===== src/hdl/record_header_parser_core_defines.svh =====
// Assertion helpers for the record header parser
`ifndef RECORD_HEADER_PARSER_CORE_DEFINES_SVH
`define RECORD_HEADER_PARSER_CORE_DEFINES_SVH

// same-cycle implication
`define RHP_ASSERT_NOW(label, ante, cons, msg) \
  label: assert property (@(posedge clk_i) disable iff (!rst_ni) (ante) |-> (cons)) \
    else $error(msg);

// next-cycle implication
`define RHP_ASSERT_NEXT(label, ante, cons, msg) \
  label: assert property (@(posedge clk_i) disable iff (!rst_ni) (ante) |=> (cons)) \
    else $error(msg);

`endif


===== src/hdl/rhp_pkg.sv =====
package rhp_pkg;

  localparam int unsigned ResultDepth = 4;
  localparam int unsigned DepthW      = $clog2(ResultDepth);
  localparam int unsigned CountW      = $clog2(ResultDepth + 1);

  localparam int unsigned InTdataW  = 8;
  localparam int unsigned InTuserW  = 1;
  localparam int unsigned OutTdataW = 208;
  localparam int unsigned OutTuserW = 3;

  localparam int unsigned ContBit    = 7;
  localparam int unsigned LongVarint = 8;
  localparam logic [63:0] TypeRsvdA  = 64'd10;
  localparam logic [63:0] TypeRsvdB  = 64'd11;
  localparam logic [63:0] TypeSmallLimit = 64'd10;
  localparam logic [62:0] VarBias    = 63'd6;

  typedef enum logic [2:0] {
    PH_IDLE    = 3'd0,
    PH_RECSIZE = 3'd1,
    PH_ROWID   = 3'd2,
    PH_HDRSIZE = 3'd3,
    PH_SERIAL  = 3'd4
  } phase_e;

  typedef enum logic [2:0] {
    KIND_RECSIZE = 3'd0,
    KIND_ROWID   = 3'd1,
    KIND_HDRSIZE = 3'd2,
    KIND_SERIAL  = 3'd3,
    KIND_DONE    = 3'd4,
    KIND_ERROR   = 3'd5
  } kind_e;

  typedef enum logic [1:0] {
    ERR_PAGE_END = 2'd0,
    ERR_RESERVED = 2'd1,
    ERR_OVERRUN  = 2'd2,
    ERR_HDR_SHORT = 2'd3
  } err_e;

  typedef struct packed {
    kind_e       kind;
    logic [63:0] value;
    logic [62:0] column_size;
    logic [7:0]  column_count;
    logic [63:0] total_size;
    logic [4:0]  record_start_offset;
    err_e        error_code;
    logic        last;
  } result_t;

  typedef struct packed {
    logic       en;
    logic [7:0] data_byte;
    logic       cell_start;
    logic       page_end;
  } step_t;

  typedef struct packed {
    logic              room;
    logic [CountW-1:0] count;
  } queue_stat_t;

  function automatic logic [3:0] small_type_size(input logic [3:0] t);
    logic [3:0] s;
    unique case (t)
      4'd1:    s = 4'd1;
      4'd2:    s = 4'd2;
      4'd3:    s = 4'd3;
      4'd4:    s = 4'd4;
      4'd5:    s = 4'd6;
      4'd6:    s = 4'd8;
      4'd7:    s = 4'd8;
      default: s = 4'd0;
    endcase
    return s;
  endfunction

  function automatic result_t make_result(input kind_e k, input logic [63:0] v,
                                          input logic [62:0] cs, input logic [7:0] cc,
                                          input logic [63:0] ts, input logic [4:0] pf,
                                          input err_e e);
    result_t r;
    r.kind                = k;
    r.value               = v;
    r.column_size         = cs;
    r.column_count        = cc;
    r.total_size          = ts;
    r.record_start_offset = pf;
    r.error_code          = e;
    r.last                = 1'b0;
    return r;
  endfunction

endpackage


===== src/hdl/rhp_parser.sv =====
module rhp_parser (
  input  logic             clk_i,
  input  logic             rst_ni,
  input  rhp_pkg::step_t   step_i,
  output logic [1:0]       n_res_o,
  output rhp_pkg::result_t res0_o,
  output rhp_pkg::result_t res1_o
);

  rhp_pkg::phase_e phase_q, phase_d;
  logic [63:0] acc_q, acc_d;
  logic [3:0]  cnt_q, cnt_d;
  logic [63:0] hbl_q, hbl_d;
  logic [63:0] sum_q, sum_d;
  logic [7:0]  ccnt_q, ccnt_d;
  logic [4:0]  pfx_q, pfx_d;

  always_ff @(posedge clk_i or negedge rst_ni) begin
    if (!rst_ni) begin
      phase_q <= rhp_pkg::PH_IDLE;
      acc_q   <= '0;
      cnt_q   <= '0;
      hbl_q   <= '0;
      sum_q   <= '0;
      ccnt_q  <= '0;
      pfx_q   <= '0;
    end else if (step_i.en) begin
      phase_q <= phase_d;
      acc_q   <= acc_d;
      cnt_q   <= cnt_d;
      hbl_q   <= hbl_d;
      sum_q   <= sum_d;
      ccnt_q  <= ccnt_d;
      pfx_q   <= pfx_d;
    end
  end

  rhp_pkg::phase_e phase_e;
  logic [63:0] acc_e, hbl_e, sum_e, v;
  logic [3:0]  cnt_e, used;
  logic [7:0]  ccnt_e;
  logic [4:0]  pfx_e;
  logic        complete;
  logic [62:0] csize;
  logic [1:0]  n;
  rhp_pkg::result_t r0, r1;

  always_comb begin
    // a cell start restarts the parse before this byte is taken
    phase_e = step_i.cell_start ? rhp_pkg::PH_RECSIZE : phase_q;
    acc_e   = step_i.cell_start ? '0 : acc_q;
    cnt_e   = step_i.cell_start ? '0 : cnt_q;
    hbl_e   = step_i.cell_start ? '0 : hbl_q;
    sum_e   = step_i.cell_start ? '0 : sum_q;
    ccnt_e  = step_i.cell_start ? '0 : ccnt_q;
    pfx_e   = step_i.cell_start ? '0 : pfx_q;

    if (cnt_e < 4'(rhp_pkg::LongVarint)) begin
      v        = {acc_e[56:0], step_i.data_byte[6:0]};
      complete = !step_i.data_byte[rhp_pkg::ContBit];
    end else begin
      v        = {acc_e[55:0], step_i.data_byte};
      complete = 1'b1;
    end
    used = cnt_e + 4'd1;

    // serial types 12 and up: (t >> 1) - 6 for either parity
    if (v < rhp_pkg::TypeSmallLimit) begin
      csize = {59'd0, rhp_pkg::small_type_size(v[3:0])};
    end else begin
      csize = v[63:1] - rhp_pkg::VarBias;
    end

    phase_d = phase_e;
    acc_d   = acc_e;
    cnt_d   = cnt_e;
    hbl_d   = hbl_e;
    sum_d   = sum_e;
    ccnt_d  = ccnt_e;
    pfx_d   = pfx_e;
    n       = 2'd0;
    r0      = '0;
    r1      = '0;

    if (phase_e != rhp_pkg::PH_IDLE) begin
      if (!complete) begin
        acc_d = v;
        cnt_d = used;
        if (step_i.page_end) begin
          r0      = rhp_pkg::make_result(rhp_pkg::KIND_ERROR, '0, '0, ccnt_e, sum_e,
                                         pfx_e, rhp_pkg::ERR_PAGE_END);
          n       = 2'd1;
          phase_d = rhp_pkg::PH_IDLE;
        end
      end else begin
        acc_d = '0;
        cnt_d = '0;
        n     = 2'd1;
        unique case (phase_e)
          rhp_pkg::PH_RECSIZE: begin
            pfx_d   = {1'b0, used};
            r0      = rhp_pkg::make_result(rhp_pkg::KIND_RECSIZE, v, '0, ccnt_e, sum_e,
                                           pfx_d, rhp_pkg::ERR_PAGE_END);
            phase_d = rhp_pkg::PH_ROWID;
          end
          rhp_pkg::PH_ROWID: begin
            pfx_d   = pfx_e + {1'b0, used};
            r0      = rhp_pkg::make_result(rhp_pkg::KIND_ROWID, v, '0, ccnt_e, sum_e,
                                           pfx_d, rhp_pkg::ERR_PAGE_END);
            phase_d = rhp_pkg::PH_HDRSIZE;
          end
          rhp_pkg::PH_HDRSIZE: begin
            r0 = rhp_pkg::make_result(rhp_pkg::KIND_HDRSIZE, v, '0, ccnt_e, sum_e,
                                      pfx_e, rhp_pkg::ERR_PAGE_END);
            if (v < {60'd0, used}) begin
              r1      = rhp_pkg::make_result(rhp_pkg::KIND_ERROR, '0, '0, ccnt_e, sum_e,
                                             pfx_e, rhp_pkg::ERR_HDR_SHORT);
              n       = 2'd2;
              phase_d = rhp_pkg::PH_IDLE;
            end else begin
              hbl_d = v - {60'd0, used};
              if (hbl_d == '0) begin
                r1      = rhp_pkg::make_result(rhp_pkg::KIND_DONE, '0, '0, ccnt_e, sum_e,
                                               pfx_e, rhp_pkg::ERR_PAGE_END);
                n       = 2'd2;
                phase_d = rhp_pkg::PH_IDLE;
              end else begin
                phase_d = rhp_pkg::PH_SERIAL;
              end
            end
          end
          rhp_pkg::PH_SERIAL: begin
            if (v == rhp_pkg::TypeRsvdA || v == rhp_pkg::TypeRsvdB) begin
              r0      = rhp_pkg::make_result(rhp_pkg::KIND_ERROR, '0, '0, ccnt_e, sum_e,
                                             pfx_e, rhp_pkg::ERR_RESERVED);
              phase_d = rhp_pkg::PH_IDLE;
            end else begin
              sum_d  = sum_e + {1'b0, csize};
              ccnt_d = ccnt_e + 8'd1;
              r0     = rhp_pkg::make_result(rhp_pkg::KIND_SERIAL, v, csize, ccnt_d, sum_d,
                                            pfx_e, rhp_pkg::ERR_PAGE_END);
              if ({60'd0, used} > hbl_e) begin
                r1      = rhp_pkg::make_result(rhp_pkg::KIND_ERROR, '0, '0, ccnt_d, sum_d,
                                               pfx_e, rhp_pkg::ERR_OVERRUN);
                n       = 2'd2;
                phase_d = rhp_pkg::PH_IDLE;
              end else begin
                hbl_d = hbl_e - {60'd0, used};
                if (hbl_d == '0) begin
                  r1      = rhp_pkg::make_result(rhp_pkg::KIND_DONE, '0, '0, ccnt_d,
                                                 sum_d, pfx_e, rhp_pkg::ERR_PAGE_END);
                  n       = 2'd2;
                  phase_d = rhp_pkg::PH_IDLE;
                end
              end
            end
          end
          default: phase_d = rhp_pkg::PH_IDLE;
        endcase
        if (step_i.page_end && phase_d != rhp_pkg::PH_IDLE) begin
          r1      = rhp_pkg::make_result(rhp_pkg::KIND_ERROR, '0, '0, ccnt_d, sum_d,
                                         pfx_d, rhp_pkg::ERR_PAGE_END);
          n       = 2'd2;
          phase_d = rhp_pkg::PH_IDLE;
        end
      end
    end

    if (n == 2'd2) begin
      r1.last = 1'b1;
    end else begin
      r0.last = 1'b1;
    end
  end

  assign n_res_o = n;
  assign res0_o  = r0;
  assign res1_o  = r1;

endmodule


===== src/hdl/rhp_queue.sv =====
module rhp_queue (
  input  logic                 clk_i,
  input  logic                 rst_ni,
  input  logic [1:0]           push_n_i,
  input  rhp_pkg::result_t     push0_i,
  input  rhp_pkg::result_t     push1_i,
  input  logic                 pop_i,
  output logic                 valid_o,
  output rhp_pkg::result_t     head_o,
  output rhp_pkg::queue_stat_t stat_o
);

  localparam int unsigned Depth  = rhp_pkg::ResultDepth;
  localparam int unsigned PtrW   = rhp_pkg::DepthW;
  localparam int unsigned CountW = rhp_pkg::CountW;

  rhp_pkg::result_t  mem_q [Depth];
  logic [PtrW-1:0]   wr_q, wr_d, rd_q, rd_d;
  logic [CountW-1:0] cnt_q, cnt_d;
  logic              do_pop;

  assign do_pop = pop_i && (cnt_q != '0);

  always_comb begin
    wr_d  = wr_q + PtrW'(push_n_i);
    rd_d  = rd_q + PtrW'(do_pop);
    cnt_d = cnt_q + CountW'(push_n_i) - CountW'(do_pop);
  end

  always_ff @(posedge clk_i or negedge rst_ni) begin
    if (!rst_ni) begin
      wr_q  <= '0;
      rd_q  <= '0;
      cnt_q <= '0;
    end else begin
      wr_q  <= wr_d;
      rd_q  <= rd_d;
      cnt_q <= cnt_d;
    end
  end

  always_ff @(posedge clk_i) begin
    if (push_n_i != 2'd0) begin
      mem_q[wr_q] <= push0_i;
    end
    if (push_n_i == 2'd2) begin
      mem_q[wr_q + PtrW'(1)] <= push1_i;
    end
  end

  assign valid_o = cnt_q != '0;
  assign head_o  = mem_q[rd_q];
  assign stat_o  = '{room: (cnt_q <= CountW'(Depth - 2)), count: cnt_q};

endmodule


===== src/hdl/record_header_parser_core.sv =====
// Path: input register, combinational parser, then the result queue that drives the output.
// Throughput: one byte per cycle while the result queue has room for two more results;
// a byte that gives two results pushes both into the 4-entry queue at once.
// Input side stalls only when the result queue cannot take two more results.
// Reset: asynchronous, active low; parser goes idle with all its state zero, queue empty.
`include "record_header_parser_core_defines.svh"

module record_header_parser_core (
  input  logic                              clk_i,
  input  logic                              rst_ni,
  input  logic                              s_axis_tvalid,
  output logic                              s_axis_tready,
  input  logic [rhp_pkg::InTdataW-1:0]      s_axis_tdata,   // data_byte
  input  logic [rhp_pkg::InTuserW-1:0]      s_axis_tuser,   // cell_start
  input  logic                              s_axis_tlast,
  output logic                              m_axis_tvalid,
  input  logic                              m_axis_tready,
  // value, column_size, column_count, total_size, record_start_offset, error_code, pad
  output logic [rhp_pkg::OutTdataW-1:0]     m_axis_tdata,
  output logic [rhp_pkg::OutTuserW-1:0]     m_axis_tuser,   // kind
  output logic                              m_axis_tlast
);

  logic                 in_vld_q;
  logic [7:0]           in_byte_q;
  logic                 in_start_q, in_pend_q;
  logic                 fire;
  rhp_pkg::step_t       step;
  rhp_pkg::queue_stat_t qstat;
  logic [1:0]           n_res;
  rhp_pkg::result_t     res0, res1, head;
  logic                 q_valid;

  assign fire          = in_vld_q && qstat.room;
  assign s_axis_tready = !in_vld_q || fire;

  always_ff @(posedge clk_i or negedge rst_ni) begin
    if (!rst_ni) begin
      in_vld_q <= 1'b0;
    end else if (s_axis_tready) begin
      in_vld_q <= s_axis_tvalid;
    end
  end

  always_ff @(posedge clk_i) begin
    if (s_axis_tvalid && s_axis_tready) begin
      in_byte_q  <= s_axis_tdata;
      in_start_q <= s_axis_tuser[0];
      in_pend_q  <= s_axis_tlast;
    end
  end

  always_comb begin
    step.en         = fire;
    step.data_byte  = in_byte_q;
    step.cell_start = in_start_q;
    step.page_end   = in_pend_q;
  end

  rhp_parser u_parser (
    .clk_i   (clk_i),
    .rst_ni  (rst_ni),
    .step_i  (step),
    .n_res_o (n_res),
    .res0_o  (res0),
    .res1_o  (res1)
  );

  rhp_queue u_queue (
    .clk_i    (clk_i),
    .rst_ni   (rst_ni),
    .push_n_i (fire ? n_res : 2'd0),
    .push0_i  (res0),
    .push1_i  (res1),
    .pop_i    (m_axis_tready),
    .valid_o  (q_valid),
    .head_o   (head),
    .stat_o   (qstat)
  );

  assign m_axis_tvalid = q_valid;
  assign m_axis_tdata  = {2'b00, head.error_code, head.record_start_offset,
                          head.total_size, head.column_count, head.column_size,
                          head.value};
  assign m_axis_tuser  = head.kind;
  assign m_axis_tlast  = head.last;

  `RHP_ASSERT_NOW(a_queue_bound, 1'b1, qstat.count <= rhp_pkg::CountW'(rhp_pkg::ResultDepth), "result queue overfilled")
  `RHP_ASSERT_NOW(a_valid_tracks_count, 1'b1, m_axis_tvalid == (qstat.count != '0), "output valid disagrees with queue fill")
  `RHP_ASSERT_NEXT(a_stall_holds, in_vld_q && !fire, in_vld_q && $stable(in_byte_q), "stalled input byte lost")
  `RHP_ASSERT_NEXT(a_push_grows, fire && n_res != 2'd0 && !(m_axis_tvalid && m_axis_tready), qstat.count != '0, "pushed result missing from queue")

endmodule

===== config.mk =====
export PLATFORM = sky130hd
export DESIGN_NAME = record_header_parser_core
export DESIGN_NICKNAME = d
export VERILOG_FILES = /design/src/hdl/rhp_pkg.sv /design/src/hdl/rhp_parser.sv /design/src/hdl/rhp_queue.sv /design/src/hdl/record_header_parser_core.sv
export VERILOG_INCLUDE_DIRS = /design/src /design/src/hdl
export SDC_FILE = /design/constraint.sdc
export NUM_CORES = 2
export LEC_CHECK = 0
export CELL_PAD_IN_SITES_DETAIL_PLACEMENT = 2
export CELL_PAD_IN_SITES_GLOBAL_PLACEMENT = 2
export CORE_ASPECT_RATIO = 1.2
export CORE_UTILIZATION = 48
export CTS_BUF_LIST = sky130_fd_sc_hd__clkbuf_4 sky130_fd_sc_hd__clkbuf_8 sky130_fd_sc_hd__clkbuf_16
export DETAILED_ROUTE_END_ITERATION = 12
export DONT_BUFFER_PORTS = 1
export PLACE_DENSITY_LB_ADDON = 0.1
export SYNTH_ARGS = -nofsm -noshare
export SYNTH_HDL_FRONTEND = slang
export SYNTH_HIERARCHICAL = 1
export SYNTH_SLANG_ARGS = --single-unit

===== constraint.sdc =====
create_clock -name clk_i -period 67.9 [get_ports clk_i]
set_input_delay 20.37 -clock clk_i [delete_from_list [all_inputs] [get_ports clk_i]]
set_output_delay 20.37 -clock clk_i [all_outputs]
set_load 0.005 [all_outputs]

==> flow_metrics.tcl <==
set metrics [dict create \
    dp_slack_ps 44040 \
    dp_hpwl_mm 192.5 \
    die_w_um 346.0 \
    antenna_found_initial 27 \
    synth.distinct_cells 100 \
    syn_inst 5899 \
    min_period_over_period_pct 36.41 \
    worst_ep_arrival_time_ps 4350 \
    synth_edf_count 850 \
    wl_met2_mm 136.4 \
    maxCapViolCount 0 \
    synth_warnings 6 \
    pin_count 228 \
    gr-total-overflow 0 \
    clk_latency_ps 820 \
    dp.cells 7433 \
    io_buffers 0 \
    hold_viol 0 \
    clkTransAtPathRegs_ps 60 \
    cts_made_buffers 115 \
    p_per_area_mw_per_mm2 35.32 \
    power_w 0.002570 \
    wl_met3_mm 21.45 \
    post_cts_buffers 0 \
    ys_async_sr_fraction_pct 20.04 \
    topRoutingLayerUsed "met5" \
    core.rowCount 151 \
    ys_seq_area_share_pct 45.26 \
    clockBufferDepth 3 \
    yosys.area.top_type_share_pct 37.44 \
    synth-seq-cells 1063 \
    dieHeight_um 414.8 \
    worst_pin_slew_ps 1429 \
    skew_ps 67.28 \
    remaining_drc_errors 0 \
    vias_per_cell 6.910 \
    status "finished, final reports clean" \
    dieArea_mm2 0.1435 \
    path_max_fanout 94 \
    ys.flop_type "edfxtp_1" \
    wl_met1_mm 116.1 \
    routed_wl_mm 290.0 \
    fin_nets 5813 \
    min_path_type "reg2reg" \
    grt.total_usage_pct 39.74 \
    cts_hold_buf 0 \
    core_mm2 0.1411 \
    grt_pass1_vias 55320 \
    cts_tree "done" \
    syn_to_final_growth_pct 6.758 \
    syn_area_mm2 0.06817 \
    finalCriticalPeriod_ps 24720 \
    syn_area_per_cell_um2 11.56 \
    drive_above_1_share_pct 25.15 \
    fin_setup_tns_ps 0 \
    cp-start-kind "flop" \
    ys_top_cells_by_count "850 x edfxtp_1, 657 x mux2_2, 573 x nand2_1" \
    setup_ws_ps 43180 \
    maxSlewViolCount 0 \
    setup_viol 0 \
    firstDrtPassIters 5 \
    start_util_pct 48.30 \
    post_cts_resized 0 \
    htree_levels 3 \
    fmax_ghz 0.04045 \
    ant_nets 0 \
    crit_required_ps 47530 \
    post_layout_nonfiller_instances 7655 \
    vias 52890 \
    clock-sinks 1063 \
    drt-initial-drc-count 5631 \
    rsz0062_at_grt "no" \
    relSlewSlack_pct 4.067 \
    cellLeakagePower_nw 27.73 \
    critical_path_class "reg2out" \
    clockRootBuffer "clkbuf_16" \
    utilization_pct 51.56 \
    synthMostInstantiatedCell "edfxtp_1" \
    ir_drop_mv 0.05642 \
    gp_congestion 0.9602 \
    grt_first_pass_wirelength_mm 417.8 \
    synth_top_area_cell "edfxtp_1" \
    grt_max_degree 214 \
    endpoint_kind "output port" \
    synth_area_leaders "edfxtp_1 37%, mux2_2 11%, dfrtp_1 7.8%" \
    routedWlPerCell_um 37.88 \
]
## kinds of logic after synthesis
kind of cell	Yosys count	synth area share, %
XOR/XNOR	219	2.814
adder cells (fa/ha/maj)	87	1.641
multiplexers	1078	22.28
other	2	0.01102
flip-flops	1063	45.26
buffers and inverters	701	5.646
AND/OR/NAND/NOR	1586	11.07
AO/OA/AOI/OAI	1163	11.27
## cell usage in the layout, fill, tap and decap left out, types with 79 or more instances in the layout
master / Yosys / layout
clkbuf_16: 0 / 118
o21ai_0: 262 / 259
conb_1: 2 / 131
a21oi_1: 226 / 224
xor2_1: 80 / 80
nand2_1: 573 / 568
o22ai_1: 100 / 100
mux2_2: 657 / 657
mux2_4: 189 / 189
buf_4: 134 / 127
xnor2_1: 139 / 136
nor2_1: 326 / 320
nand3_1: 84 / 83
nor3_1: 203 / 203
edfxtp_1: 850 / 850
a21o_1: 111 / 110
mux4_2: 210 / 210
inv_1: 138 / 137
dfrtp_1: 213 / 210
ha_1: 79 / 79
## worst max-delay path, stage by stage, from the launching register on
cell and delay (ps):
dfrtp_4 1030, buf_4 840, buf_12 520, mux4_2 660
## final timing paths
kind / from / to / slack, ps / cells after the start
hold reg to reg: u_parser/sum_q[10] / u_parser/sum_q[10] / 480 / 2
hold / removal: u_parser/sum_q[10] / u_parser/sum_q[10] / 480 / 2
setup reg to reg: in_start_q / u_queue/mem_q[1][70] / 56230 / 24
max in group asynchronous: rst_ni / u_parser/acc_q[30] / 48080 / 0
min in group asynchronous: rst_ni / u_parser/sum_q[28] / 19280 / 0
setup / recovery: u_queue/rd_q[0] / m_axis_tdata[147] / 43180 / 3
## state kept, by name, indices dropped and copies added, names as in the netlist, 2 cells and up
name              count
u_parser/pfx_q        5
u_parser/phase_q      3
in_byte_q             8
u_queue/rd_q          2
u_queue/mem_q       840
u_queue/wr_q          2
u_parser/sum_q       64
u_queue/cnt_q         3
u_parser/hbl_q       64
u_parser/acc_q       57
u_parser/ccnt_q       8
u_parser/cnt_q        4
## where the power goes
part / internal (W) / total (W) / switching, W
combinational: 0.000320 / 0.000986 / 0.000666
sequential: 0.000832 / 0.000912 / 0.0000802
clock: 0.000371 / 0.000672 / 0.000301
total: 0.00152 / 0.00257 / 0.00105
## per-stage QoR
step | hold WS (ps) | instance area (µm²)
floorplan | 442.2 | 68650
global placement | 454.2 | 68880
detailed placement | 467.1 | 68880
CTS | 481.2 | 72750
global route | 514.0 | 72760
finish | 476.5 | 72770
## metal layers
metal	track usage (%)	vias up
met2	64.21	2512
met3	6.711	680
met1	51.73	27920
met5	0	-
met4	19.53	28
li1	-	21750
## final cells by class
cell class	instances	area, µm²
Fill cell	13620	68360
Multi-Input combinational cell	4264	34150
Sequential cell	1063	30870
Clock buffer	159	3342
Tap cell	1836	2297
Timing Repair Buffer	133	1061
Clock inverter	56	524.3
Inverter	138	520.5
Antenna cell	6	15.01
(Power assumes the default switching activity.)
